[src/design/hse_pkg.sv]
// ----------------------------------------------------------------------------
// hse_pkg: shared types and constants of the Hall angle estimator
// Holds the sector table, the sequencer states, the control bundle between
// the sequencer and the datapath, and the divider request and response types.
// ----------------------------------------------------------------------------
`default_nettype none

package hse_pkg;

  // Correction spreads the sector error over 2^CorrShift ticks
  localparam int CorrShift = 3;
  localparam int CorrW     = CorrShift + 1;
  localparam logic [CorrW-1:0] CorrInit = CorrW'(1 << CorrShift);

  // Offset added to each sector's table angle on a hall edge (-4000)
  localparam logic [15:0] SectorOffset = 16'hF060;
  // Reset value of the raw period
  localparam logic [15:0] RawPeriodInit = 16'hFFF0;
  // Reset value of the period filter gain
  localparam logic [14:0] FilterGainInit = 15'd32;

  // Divider: 15 quotient bits, saturating at 32767
  localparam int QuotW    = 15;
  localparam int DivSteps = QuotW;
  localparam int DivCntW  = $clog2(DivSteps);
  localparam logic [QuotW-1:0] QuotMax = {QuotW{1'b1}};

  // Motor direction codes
  localparam logic [1:0] DirStop    = 2'd0;
  localparam logic [1:0] DirForward = 2'd1;
  localparam logic [1:0] DirReverse = 2'd2;

  // Configuration register indexes
  localparam logic [2:0] RegDirection  = 3'd0;
  localparam logic [2:0] RegFilterGain = 3'd1;
  localparam logic [2:0] RegStepScale  = 3'd2;
  localparam logic [2:0] RegSpeedScale = 3'd3;
  localparam logic [2:0] RegLockTicks  = 3'd4;
  localparam logic [2:0] RegRampEnd    = 3'd5;
  localparam logic [2:0] RegRampInc    = 3'd6;

  // Input mode codes
  localparam logic ModeHallEdge = 1'b0;
  localparam logic ModeTick     = 1'b1;

  typedef enum logic [3:0] {
    ST_IDLE,
    ST_MUL,
    ST_ACC,
    ST_DIV_STEP,
    ST_WAIT_STEP,
    ST_DIV_SPEED,
    ST_WAIT_SPEED,
    ST_UPDATE,
    ST_OUT
  } hse_state_e;

  typedef struct packed {
    logic in_ready;
    logic mul_en;
    logic acc_en;
    logic div_start;
    logic div_sel_speed;
    logic cap_step;
    logic cap_speed;
    logic upd_en;
    logic out_load;
  } hse_ctl_t;

  typedef struct packed {
    logic        start;
    logic [31:0] num;
    logic [15:0] den;
  } hse_div_req_t;

  typedef struct packed {
    logic             done;
    logic [QuotW-1:0] quot;
  } hse_div_rsp_t;

  // Q15 angle of each Hall code; invalid codes map to zero
  function automatic logic [15:0] hall_table_angle(input logic [2:0] sector);
    logic [15:0] a;
    unique case (sector)
      3'd1:    a = 16'h5555;  // 21845
      3'd2:    a = 16'hAA98;  // -21864
      3'd3:    a = 16'h8000;  // -32768
      3'd5:    a = 16'h2AAA;  // 10922
      3'd6:    a = 16'hD554;  // -10924
      default: a = 16'h0000;
    endcase
    return a;
  endfunction

endpackage

`default_nettype wire

[src/design/hall_sensor_angle_estimator.sv]
// ----------------------------------------------------------------------------
// hall_sensor_angle_estimator: rotor angle from Hall sector and timer
// Hall edges latch period and sector and set up an angle correction; control
// ticks run open-loop start-up, filter the period, derive step and speed
// through a shared divider and advance the angle.
// ----------------------------------------------------------------------------
//  channel | direction | handshake              | payload
//  in      | input     | in_valid_i/in_ready_o  | mode, hall_sector, timer_count
//  out     | output    | out_valid_o/out_ready_i| angle, speed, angle_step,
//          |           |                        | filtered_period, open_loop
//  cfg     | input     | cfg_we_i (no wait)     | cfg_idx_i, cfg_wdata_i
//
//  After an accept, a running tick first runs the filter multiply and
//  accumulate; every item then makes two divider passes (step, then speed),
//  each a start, 15 quotient steps and done, where a saturating quotient
//  skips the steps. The input is not ready until the result is loaded into
//  the output register, and a result still waiting there stalls the next one.
//  Reset is asynchronous and active low; it clears the sequencer, settings,
//  estimator state and output valid, not the work and output data registers.
// ----------------------------------------------------------------------------
`default_nettype none

module hall_sensor_angle_estimator (
  input  wire logic               clk_i,
  input  wire logic               rst_ni,
  // configuration
  input  wire logic               cfg_we_i,
  input  wire logic [2:0]         cfg_idx_i,
  input  wire logic [31:0]        cfg_wdata_i,
  // input items
  input  wire logic               in_valid_i,
  output logic                    in_ready_o,
  input  wire logic               mode_i,
  input  wire logic [2:0]         hall_sector_i,
  input  wire logic [15:0]        timer_count_i,
  // result items
  output logic                    out_valid_o,
  input  wire logic               out_ready_i,
  output logic signed [15:0]      angle_o,
  output logic signed [15:0]      speed_o,
  output logic signed [15:0]      angle_step_o,
  output logic [15:0]             filtered_period_o,
  output logic                    open_loop_o
);

  // Configuration registers
  logic [1:0]  direction_q;
  logic [14:0] filter_gain_q;
  logic [31:0] step_scale_q;
  logic [31:0] speed_scale_q;
  logic [15:0] lock_ticks_q;
  logic [15:0] ramp_end_q;
  logic [15:0] ramp_inc_q;

  // Estimator state
  logic [15:0]              hall_angle_q;
  logic [15:0]              corr_step_q;
  logic [hse_pkg::CorrW-1:0] corr_left_q;
  logic [2:0]               sector_q;
  logic [15:0]              raw_period_q;
  logic [31:0]              filter_acc_q;
  logic [15:0]              period_avg_q;
  logic                     in_ol_q;
  logic [15:0]              lock_cnt_q;
  logic [15:0]              ramp_cnt_q;
  logic [15:0]              ol_angle_q;

  // Item work registers
  logic                     run_q;
  logic [15:0]              ang_res_q;
  logic [31:0]              prod_q;
  logic [hse_pkg::QuotW-1:0] q_step_q;
  logic [hse_pkg::QuotW-1:0] q_speed_q;

  // Output registers
  logic                     out_valid_q;
  logic [15:0]              out_angle_q;
  logic [15:0]              out_speed_q;
  logic [15:0]              out_step_q;
  logic [15:0]              out_period_q;
  logic                     out_ol_q;

  hse_pkg::hse_state_e      state_q, state_d;
  hse_pkg::hse_ctl_t        ctl;
  hse_pkg::hse_div_req_t    div_req;
  hse_pkg::hse_div_rsp_t    div_rsp;

  logic                     accept;
  logic                     running;
  logic                     out_free;
  logic [15:0]              hall_err;
  logic [16:0]              ramp_sum;
  logic signed [16:0]       period_diff;
  logic signed [32:0]       product;
  logic [31:0]              acc_next;
  logic [15:0]              step_dir;

  // Apply direction to a saturated quotient
  function automatic logic [15:0] directed(input logic [hse_pkg::QuotW-1:0] q,
                                           input logic [1:0] dir);
    logic [15:0] r;
    case (dir)
      hse_pkg::DirForward: r = {1'b0, q};
      hse_pkg::DirReverse: r = 16'(17'd0 - {2'b0, q});
      default:             r = 16'd0;
    endcase
    return r;
  endfunction

  assign accept   = in_valid_i && ctl.in_ready;
  assign running  = (direction_q == hse_pkg::DirForward) ||
                    (direction_q == hse_pkg::DirReverse);
  assign out_free = !out_valid_q || out_ready_i;

  // Sequencer: next state
  always_comb begin
    state_d = state_q;
    unique case (state_q)
      hse_pkg::ST_IDLE: begin
        if (in_valid_i) begin
          state_d = (mode_i == hse_pkg::ModeTick && running) ?
                    hse_pkg::ST_MUL : hse_pkg::ST_DIV_STEP;
        end
      end
      hse_pkg::ST_MUL:        state_d = hse_pkg::ST_ACC;
      hse_pkg::ST_ACC:        state_d = hse_pkg::ST_DIV_STEP;
      hse_pkg::ST_DIV_STEP:   state_d = hse_pkg::ST_WAIT_STEP;
      hse_pkg::ST_WAIT_STEP: begin
        if (div_rsp.done) state_d = hse_pkg::ST_DIV_SPEED;
      end
      hse_pkg::ST_DIV_SPEED:  state_d = hse_pkg::ST_WAIT_SPEED;
      hse_pkg::ST_WAIT_SPEED: begin
        if (div_rsp.done) state_d = hse_pkg::ST_UPDATE;
      end
      hse_pkg::ST_UPDATE:     state_d = hse_pkg::ST_OUT;
      hse_pkg::ST_OUT: begin
        if (out_free) state_d = hse_pkg::ST_IDLE;
      end
      default:                state_d = hse_pkg::ST_IDLE;
    endcase
  end

  // Sequencer: control outputs
  always_comb begin
    ctl = '0;
    unique case (state_q)
      hse_pkg::ST_IDLE:       ctl.in_ready  = 1'b1;
      hse_pkg::ST_MUL:        ctl.mul_en    = 1'b1;
      hse_pkg::ST_ACC:        ctl.acc_en    = 1'b1;
      hse_pkg::ST_DIV_STEP:   ctl.div_start = 1'b1;
      hse_pkg::ST_WAIT_STEP:  ctl.cap_step  = div_rsp.done;
      hse_pkg::ST_DIV_SPEED: begin
        ctl.div_start     = 1'b1;
        ctl.div_sel_speed = 1'b1;
      end
      hse_pkg::ST_WAIT_SPEED: ctl.cap_speed = div_rsp.done;
      hse_pkg::ST_UPDATE:     ctl.upd_en    = 1'b1;
      hse_pkg::ST_OUT:        ctl.out_load  = out_free;
      default:                ctl = '0;
    endcase
  end

  always_ff @(posedge clk_i or negedge rst_ni) begin
    if (!rst_ni) state_q <= hse_pkg::ST_IDLE;
    else         state_q <= state_d;
  end

  // Configuration writes
  always_ff @(posedge clk_i or negedge rst_ni) begin
    if (!rst_ni) begin
      direction_q   <= hse_pkg::DirStop;
      filter_gain_q <= hse_pkg::FilterGainInit;
      step_scale_q  <= '0;
      speed_scale_q <= '0;
      lock_ticks_q  <= '0;
      ramp_end_q    <= '0;
      ramp_inc_q    <= 16'd1;
    end else if (cfg_we_i) begin
      unique case (cfg_idx_i)
        hse_pkg::RegDirection:  direction_q   <= cfg_wdata_i[1:0];
        hse_pkg::RegFilterGain: filter_gain_q <= cfg_wdata_i[14:0];
        hse_pkg::RegStepScale:  step_scale_q  <= cfg_wdata_i;
        hse_pkg::RegSpeedScale: speed_scale_q <= cfg_wdata_i;
        hse_pkg::RegLockTicks:  lock_ticks_q  <= cfg_wdata_i[15:0];
        hse_pkg::RegRampEnd:    ramp_end_q    <= cfg_wdata_i[15:0];
        hse_pkg::RegRampInc:    ramp_inc_q    <= cfg_wdata_i[15:0];
        default: ;
      endcase
    end
  end

  // Combinational helpers for the estimator state
  assign hall_err    = 16'(hse_pkg::hall_table_angle(hall_sector_i) + hse_pkg::SectorOffset
                           - hall_angle_q);
  assign ramp_sum    = {1'b0, ramp_cnt_q} + {1'b0, ramp_inc_q};
  assign period_diff = $signed({1'b0, raw_period_q}) - $signed({1'b0, period_avg_q});
  assign product     = period_diff * $signed({1'b0, filter_gain_q});
  assign acc_next    = filter_acc_q + prod_q;
  assign step_dir    = directed(q_step_q, direction_q);

  // Estimator state: hall edge and start-up on accept, filter, angle advance
  always_ff @(posedge clk_i or negedge rst_ni) begin
    if (!rst_ni) begin
      hall_angle_q <= '0;
      corr_step_q  <= '0;
      corr_left_q  <= '0;
      sector_q     <= '0;
      raw_period_q <= hse_pkg::RawPeriodInit;
      filter_acc_q <= '0;
      period_avg_q <= '0;
      in_ol_q      <= 1'b1;
      lock_cnt_q   <= '0;
      ramp_cnt_q   <= '0;
      ol_angle_q   <= '0;
      run_q        <= 1'b0;
    end else begin
      if (accept) begin
        run_q <= (mode_i == hse_pkg::ModeTick) && running;
        if (mode_i == hse_pkg::ModeHallEdge) begin
          raw_period_q <= timer_count_i;
          sector_q     <= hall_sector_i;
          corr_step_q  <= 16'($signed(hall_err) >>> hse_pkg::CorrShift);
          corr_left_q  <= hse_pkg::CorrInit;
        end else if (running && in_ol_q) begin
          // advance the start-up: lock, then ramp, then leave open loop
          if (lock_cnt_q < lock_ticks_q) begin
            lock_cnt_q <= lock_cnt_q + 16'd1;
          end else if (ramp_cnt_q < ramp_end_q) begin
            ramp_cnt_q <= ramp_sum[16] ? 16'hFFFF : ramp_sum[15:0];
          end else begin
            in_ol_q <= 1'b0;
          end
          ol_angle_q   <= hse_pkg::hall_table_angle(sector_q);
          hall_angle_q <= hse_pkg::hall_table_angle(sector_q);
        end
      end
      // first-order period filter
      if (ctl.acc_en) begin
        filter_acc_q <= acc_next;
        period_avg_q <= acc_next[30:15];
      end
      // advance the closed-loop angle, folding in one correction share
      if (ctl.upd_en && run_q && !in_ol_q) begin
        if (corr_left_q != '0) begin
          hall_angle_q <= hall_angle_q + step_dir + corr_step_q;
          corr_left_q  <= corr_left_q - 1'b1;
        end else begin
          hall_angle_q <= hall_angle_q + step_dir;
        end
      end
    end
  end

  // Item work registers: result angle, filter product, quotients
  always_ff @(posedge clk_i) begin
    if (accept) ang_res_q <= in_ol_q ? ol_angle_q : hall_angle_q;
    else if (ctl.upd_en && run_q) ang_res_q <= in_ol_q ? ol_angle_q : hall_angle_q;
    if (ctl.mul_en)    prod_q    <= product[31:0];
    if (ctl.cap_step)  q_step_q  <= div_rsp.quot;
    if (ctl.cap_speed) q_speed_q <= div_rsp.quot;
  end

  // Shared divider: step scale first, then speed scale, over the average
  assign div_req.start = ctl.div_start;
  assign div_req.num   = ctl.div_sel_speed ? speed_scale_q : step_scale_q;
  assign div_req.den   = period_avg_q;

  hse_divider u_div (
    .clk_i  (clk_i),
    .rst_ni (rst_ni),
    .req_i  (div_req),
    .rsp_o  (div_rsp)
  );

  // Output register: hold the result item until taken
  always_ff @(posedge clk_i or negedge rst_ni) begin
    if (!rst_ni) begin
      out_valid_q <= 1'b0;
    end else if (ctl.out_load) begin
      out_valid_q <= 1'b1;
    end else if (out_ready_i) begin
      out_valid_q <= 1'b0;
    end
  end

  always_ff @(posedge clk_i) begin
    if (ctl.out_load) begin
      out_angle_q  <= ang_res_q;
      out_speed_q  <= directed(q_speed_q, direction_q);
      out_step_q   <= step_dir;
      out_period_q <= period_avg_q;
      out_ol_q     <= in_ol_q;
    end
  end

  assign in_ready_o        = ctl.in_ready;
  assign out_valid_o       = out_valid_q;
  assign angle_o           = $signed(out_angle_q);
  assign speed_o           = $signed(out_speed_q);
  assign angle_step_o      = $signed(out_step_q);
  assign filtered_period_o = out_period_q;
  assign open_loop_o       = out_ol_q;

  // An accepted item keeps the input closed in the next cycle
  a_busy_after_accept: assert property (@(posedge clk_i) disable iff (!rst_ni)
    (in_valid_i && in_ready_o) |=> !in_ready_o)
    else $error("input ready right after an accepted item");

  // The divider reports only while the sequencer waits for it
  a_div_done_in_wait: assert property (@(posedge clk_i) disable iff (!rst_ni)
    div_rsp.done |-> (state_q == hse_pkg::ST_WAIT_STEP ||
                      state_q == hse_pkg::ST_WAIT_SPEED))
    else $error("divider done outside a wait state");

  // Correction count never exceeds its initial value
  a_corr_bound: assert property (@(posedge clk_i) disable iff (!rst_ni)
    corr_left_q <= hse_pkg::CorrInit)
    else $error("correction count out of range");

  // Open loop ends only on an accepted item
  a_ol_exit: assert property (@(posedge clk_i) disable iff (!rst_ni)
    $fell(in_ol_q) |-> $past(accept))
    else $error("open loop left outside an accepted tick");

  // A result is loaded only into a free output register
  a_out_load_free: assert property (@(posedge clk_i) disable iff (!rst_ni)
    ctl.out_load |-> (!out_valid_q || out_ready_i))
    else $error("result loaded over a pending result");

endmodule

`default_nettype wire

[src/design/hse_divider.sv]
// ----------------------------------------------------------------------------
// hse_divider: iterative saturating 32/16 divider
// Restoring division, one quotient bit per cycle. A quotient that would not
// fit in 15 bits, or a zero divisor, returns 32767 in the cycle after start.
// ----------------------------------------------------------------------------
`default_nettype none

module hse_divider (
  input  wire logic                  clk_i,
  input  wire logic                  rst_ni,
  input  wire hse_pkg::hse_div_req_t req_i,
  output hse_pkg::hse_div_rsp_t      rsp_o
);

  logic [15:0]                  rem_q, rem_d;
  logic [15:0]                  den_q;
  logic [hse_pkg::QuotW-1:0]    num_lo_q;
  logic [hse_pkg::QuotW-1:0]    quot_q;
  logic [hse_pkg::DivCntW-1:0]  cnt_q;
  logic                         busy_q;
  logic                         done_q;
  logic [16:0]                  trial;
  logic                         trial_ge;
  logic                         sat;

  // Quotient overflows when the top 17 bits already reach the divisor
  assign sat = (req_i.num[31:hse_pkg::QuotW] >= {1'b0, req_i.den});

  // One restoring step: shift in the next dividend bit and try a subtract
  assign trial    = {rem_q, num_lo_q[hse_pkg::QuotW-1]};
  assign trial_ge = (trial >= {1'b0, den_q});
  assign rem_d    = trial_ge ? 16'(trial - {1'b0, den_q}) : trial[15:0];

  // Control: busy flag, step count, done pulse
  always_ff @(posedge clk_i or negedge rst_ni) begin
    if (!rst_ni) begin
      busy_q <= 1'b0;
      done_q <= 1'b0;
      cnt_q  <= '0;
    end else begin
      done_q <= 1'b0;
      if (req_i.start) begin
        busy_q <= !sat;
        done_q <= sat;
        cnt_q  <= '0;
      end else if (busy_q) begin
        cnt_q <= cnt_q + 1'b1;
        if (cnt_q == hse_pkg::DivCntW'(hse_pkg::DivSteps - 1)) begin
          busy_q <= 1'b0;
          done_q <= 1'b1;
        end
      end
    end
  end

  // Datapath: remainder, dividend shift, quotient shift
  always_ff @(posedge clk_i) begin
    if (req_i.start) begin
      rem_q    <= req_i.num[30:hse_pkg::QuotW];
      num_lo_q <= req_i.num[hse_pkg::QuotW-1:0];
      den_q    <= req_i.den;
      quot_q   <= hse_pkg::QuotMax;
    end else if (busy_q) begin
      rem_q    <= rem_d;
      num_lo_q <= {num_lo_q[hse_pkg::QuotW-2:0], 1'b0};
      quot_q   <= {quot_q[hse_pkg::QuotW-2:0], trial_ge};
    end
  end

  assign rsp_o.done = done_q;
  assign rsp_o.quot = quot_q;

endmodule

`default_nettype wire

[config.mk]
export PLATFORM = sky130hd
export DESIGN_NAME = hall_sensor_angle_estimator
export DESIGN_NICKNAME = d
export VERILOG_FILES = /design/src/design/hse_pkg.sv /design/src/design/hall_sensor_angle_estimator.sv /design/src/design/hse_divider.sv
export SDC_FILE = /design/constraint.sdc
export NUM_CORES = 2
export LEC_CHECK = 0
export ABC_CLOCK_PERIOD_IN_PS = 10170
export BUFFER_PORTS_ARGS = -buffer_cell sky130_fd_sc_hd__buf_2
export CAP_MARGIN = 20
export CORE_AREA = 2 2 239 241
export DETAILED_ROUTE_END_ITERATION = 7
export DIE_AREA = 0 0 241 243
export GPL_ROUTABILITY_DRIVEN = 0
export PLACE_DENSITY_LB_ADDON = 0.15
export SYNTH_ARGS = -nofsm -noshare
export SYNTH_HDL_FRONTEND = slang
export SYNTH_SLANG_ARGS = --single-unit
export TNS_END_PERCENT = 5
[constraint.sdc]
create_clock -name clk_i -period 10.17 [get_ports clk_i]
set_input_delay 1.5255 -clock clk_i [delete_from_list [all_inputs] [get_ports clk_i]]
set_output_delay 1.5255 -clock clk_i [all_outputs]
set_load 0.005 [all_outputs]
Word-level counts from Yosys, hierarchy flattened. Cells that the tools add are included.

Reductions and logical operators: 34. $lt $le $gt $ge: 4. Equality and inequality tests: 31. $add $sub $neg: 13. Multipliers: 1. Bitwise operators: 3. Muxes and demuxes: 48.

Operator list (number): two-way mux 16 bit (12); one-hot mux 16 bit (5 select lines) (2); one-hot mux 16 bit (2 select lines) (2); two-way mux 4 bit (10); one-hot mux 4 bit (9 select lines) (1); >= comparator 17 x 16 -> 1 bit (2); adder 16 bit (2); adder 32 bit (1); less-than comparator 16 bit (2); multiplier 17 x 16 -> 32 bit (1); two-way mux 32 bit (1); subtractor 1 x 15 -> 16 bit (first input constant) (2); subtractor 16 bit (2); two-way mux 15 bit (2); equality test 3 bit (second input constant) (7); equality test 3 x 2 -> 1 bit (second input constant) (6); adder 16 x 16 -> 17 bit (1); two-way mux 1 bit (17); subtractor 16 x 16 -> 17 bit (1); adder 16 x 1 -> 16 bit (second input constant) (1); adder 16 bit (second input constant) (1); equality test 4 x 3 -> 1 bit (second input constant) (4); AND reduction 2 bit (8); nonzero test 2 bit (6); 22 further kinds (40).

Bits in registers: 495. Output and inout bits: 67. Logic and storage cells: 171. Bits of input ports: 60.

Depth between registers and ports, before layout.
Word-level depth: 7. Depth in mapped cells: 36. Gate-level depth less buffers: 34.

By module. A second synthesis with hierarchy kept.

Cells, all modules: 3453. Area total of the unflattened synthesis: 35315.1 sq um.

Modules (own cells, without submodules): hall_sensor_angle_estimator (cells each 3054, times used 1, sequential area each 10714.0 sq um, area an instance 31196.2 sq um); hse_divider (cells each 399, times used 1, sequential area each 1861.8 sq um, area an instance 4119.0 sq um).

Least setup slack after synthesis. OpenSTA, ideal clock, no wires.

Kind: flip-flop to flip-flop. Start: register filter_acc_q[17] (netlist name). End: register prod_q[30] (data pin). Arrival: 7.694 ns. Setup slack: 2.208 ns. Cell stages (with the launch flop): 32. Buffers on the path: 1. Setup time: 0.268 ns. Path through: dfrtp_1 inv_1 ha_1 nor2b_1 o21a_1 o21ai_1 a21oi_1 o41ai_1 o21a_1 o21bai_1 xor2_1 clkbuf_1 nand2_1 fa_1 fa_1 inv_1 fa_1 fa_1 fa_1 inv_1 fa_1 inv_1 ha_1 a21oi_1 o221a_2 nand2_1 o21ai_1 o21ai_1 a21oi_1 nor3_1 a211oi_1 xnor3_1.

RTL lines: end signal, assigned (RTL line hall_sensor_angle_estimator.sv:258) `if (ctl.mul_en) prod_q <= product[31:0];`; end, declared (RTL line hall_sensor_angle_estimator.sv:71) `logic [31:0] prod_q;`.

==> results <==
- The run finished with clean final reports.
- Summing the areas of all fa, ha and maj instances in the mapped netlist gives 24.31% of the synthesized area.
- Of all flip-flops after synthesis, the portion carrying an async set or reset was 56.32%.
- The worst hold path belongs to the class flop to flop.
- The cell with the largest stage delay on the worst path is o41ai_1.
- By startpoint and endpoint, the worst setup path is classified as flop to flop.
- The synthesized-area fraction occupied by ao, oa, aoi and oai cells is 10.63%.
- The remaining routing DRC violations is 0.
- The number of antenna diodes in the final layout is 0.
- The TritonCTS clock tree is yes.
- Hold repair after CTS inserted 0 buffers.
- The post-synth design cell area is 34,390 um2.
- Clock tree synthesis inserted a total of 50 buffers.
- The setup violation total in the final timing report is 0.
- The setup fix buffers added after clock tree synthesis is 0.
- Measured in cells, the most critical reg-to-reg path has a length of 31.
- Setup repair after global routing left no endpoint under its margin.
- The data arrival time at the worst-slack endpoint is 8930 ps.
- The number of H-tree levels is 2.
- The routed via count is 24,670.
- Each instance of the synthesized netlist takes up on average 10.38 um2.
- The library cell appearing most often on the critical path is fa_1.
- The global-route congestion overflow total is 0.
- The total negative slack for setup checks is 0 ps.
- The number of pins exceeding their max-slew limit in the final report is 0.
- The largest fanout on the critical path is 15.
- The count of standard-cell rows is 87.
- The post-synthesis instance total is 3,312.
- The post-placement cell area is 35,890 um2.
- The number of synthesized register bits is 467.
- The count of nets after finishing is 3,990.
- The most used flip-flop cell after synthesis is dfrtp_1.
- Based on the critical path, the design can be clocked at up to 116.9 MHz.
- The count of cells along the worst hold path is 0.
- After the first detailed-routing iteration, the DRC count stood at 1,599.
- The transition time at the pin with the least slew margin is 1097 ps.
- The startpoint kind of the worst setup timing path is a flop.
- The number of buffer cells added on primary ports is 126.
- The synthesized design contains 189 enable-type register cells.
- Measured along the x axis, the die boundary spans 241 um.
- The sequential cell area fraction in the yosys report is 36.57%.
- The relative slew slack is 26.89%.
- The routed length per placed instance is 20.05 um.
- The largest single stage delay on the critical path is 550 ps.
- Of the total synthesized cell area, the portion taken by AND, OR, NAND and NOR gates is 12.19%.
- The number of global-route vias before repair is 25,950.
- On the final layout, the worst clock skew is 36.08 ps.
- After clock tree synthesis, the repair step resized 0 gates.
- In this run the remaining antenna-violating nets after routing total 0.
- The initial core utilization is 61.46%.
- The final critical path takes up 84.13% of the cycle.
- The proportion of layout cells with a drive suffix above 1 is 13.00%.
- The final layout contains routed wiring with a total length of 84,440 um.
- Data on the critical path is required at its endpoint by 10,540 ps.
- The smallest clock period supported by the final layout is computed as 8556 ps.
- The combinational family with the most area after synthesis is adder cells.
- The clock slew seen by the registers of the worst setup and hold paths is 70 ps.
- The multiplexer fraction of the synthesized cell area is 6.473%.
- After floorplanning, the core was sized to cover 55,950 um2.
- The total number of yosys warnings is 0.
- Measured along the y axis, the die boundary spans 243 um.
- The clock passes through at most 3 buffers.
- Entering global routing, the biggest net connects 174 pins.
- The root buffer selected by CTS is clkbuf_16.
- The number of endpoints with negative hold slack in the final report was 0.
- The die area is 58,560 um2.
- The worst setup path is captured at a flop.
- The post-synth net total is 3,889.
- The relative area change from synthesis to final layout is 9.598%.
- The HPWL after detailed placement is 63,910 um.
- The clock sink count is 467.
- The clock insertion delay at the later pin of the skew report is 620 ps.
- The global-route wire length before repair is 138,400 um.
- The reg-to-reg setup timing slack is 1610 ps.
- 127 I/O pins were placed.
- The detail-routed via count per cell is 5.858.
- For this run, the total global-route usage over all layers was measured as 30.00%.
- The synthesized netlist devotes 4.140% of its cell area to XOR and XNOR gates.
- With fillers left out, the area of the finished cells amounts to 37,690 um2.
- Counting distinct cell types in the post-synthesis netlist gives 85.
- The iteration count of the initial detailed-routing pass is 5.
- The number of max-cap violations is 0.
- The number of antenna violations at the first check in global routing is 6.
-- synth_stat cells, types with 11 or more instances --
library cell / count / share of area (%)
inv_1: 409 / 4.5
nand2_1: 346 / 3.8
ha_1: 269 / 9.8
dfrtp_1: 248 / 18
fa_1: 248 / 14
edfxtp_1: 189 / 17
mux2_2: 152 / 5.0
o21ai_0: 139 / 2.0
nor2_1: 137 / 1.5
a21oi_1: 120 / 1.7
and2_1: 108 / 2.0
clkbuf_1: 104 / 1.1
xnor2_1: 97 / 2.5
xor2_1: 63 / 1.6
a21o_1: 59 / 1.3
o21ai_1: 58 / 0.84
nor2b_1: 50 / 0.91
mux2i_1: 48 / 1.4
nor3_1: 47 / 0.68
nand2b_1: 40 / 0.73
nand3_1: 34 / 0.49
o21a_1: 31 / 0.68
and3_1: 24 / 0.44
a211oi_1: 19 / 0.41
o21bai_1: 17 / 0.37
o22a_1: 17 / 0.43
o31ai_1: 16 / 0.35
dfstp_2: 15 / 1.1
dfxtp_1: 15 / 0.87
nand4_1: 15 / 0.27
a31oi_1: 14 / 0.25
or3_1: 13 / 0.24
o211ai_1: 11 / 0.24
-- logic make-up after synthesis --
group / after synthesis
compound gates: 575
simple gates: 866
flops: 467
xor+xnor: 161
mux: 203
fa+ha+maj: 520
buf+inv: 520
-- final cells by class --
| class | instances | area (um2) |
|---|---|---|
| clock buffers | 60 | 1350 |
| clock inverters | 34 | 434.2 |
| inverters | 410 | 1539 |
| repair buffers | 159 | 908.4 |
| flip-flops and latches | 467 | 12580 |
| multi-input cells | 2325 | 19940 |
| well taps | 756 | 945.9 |
| fillers | 4315 | 18260 |
-- final timing paths --
path	from	endpoint
worst max-delay path	filter_acc_q[17]	prod_q[30]
worst min-delay path	ang_res_q[5]	angle_o[5]
worst max register to register	filter_acc_q[17]	prod_q[30]
worst min register to register	ang_res_q[5]	angle_o[5]
max in group asynchronous	rst_ni	step_scale_q[6]
min in group asynchronous	rst_ni	ol_angle_q[13]
-- cell usage in the layout, fill, tap and decap left out, drive strengths merged, types with 7 or more instances in the layout --
cell type	instances
a211oi	20
a21o	59
a21oi	120
a221oi	11
a31oi	14
and2	110
and3	24
buf	159
bufinv	7
clkbuf	60
clkinv	16
dfrtp	248
dfstp	15
dfxtp	15
edfxtp	189
fa	248
ha	269
inv	415
mux2	155
mux2i	48
nand2	347
nand2b	40
nand3	34
nand4	15
nor2	137
nor2b	50
nor3	49
nor3b	9
nor4	10
o211ai	11
o21a	31
o21ai	198
o21bai	17
o22a	17
o31ai	16
or3	18
or4	7
xnor2	97
xor2	63
-- worst max-delay path: cells and delay by family, from the launching register on --
kind	cells	cell delay, ps
AND/OR/NAND/NOR	4	390
adder cells (fa/ha/maj)	8	3740
flip-flops	1	410
AO/OA/AOI/OAI	12	2790
XOR/XNOR	2	500
buffers and inverters	5	490
-- per-layer routing --
metal	routed length, um	track usage [%]
met4	2595	9.078
met5	27	0
met2	41280	50.45
met1	35070	39.85
met3	5469	5.049
-- sequential cells by signal, indices dropped and copies added, names as in the netlist, 31 cells and up --
name / cells
speed_scale_q: 32
step_scale_q: 32
filter_acc_q: 31
prod_q: 31
-- through the flow --
step                cells  worst slack, ps  util [%]  hold WS, ps
floorplan            3312             2208         -        400.3
global placement     4113             1724     64.11        405.5
detailed placement   4116             1639     64.15        405.4
CTS                  4210             1611     67.34        419.9
global route         4211             1092     67.36        426.8
finish               4211             1614     67.36        417.7
Power is not shown: default switching activity piles up to over one toggle a cycle in this logic, so the estimate is an artifact.
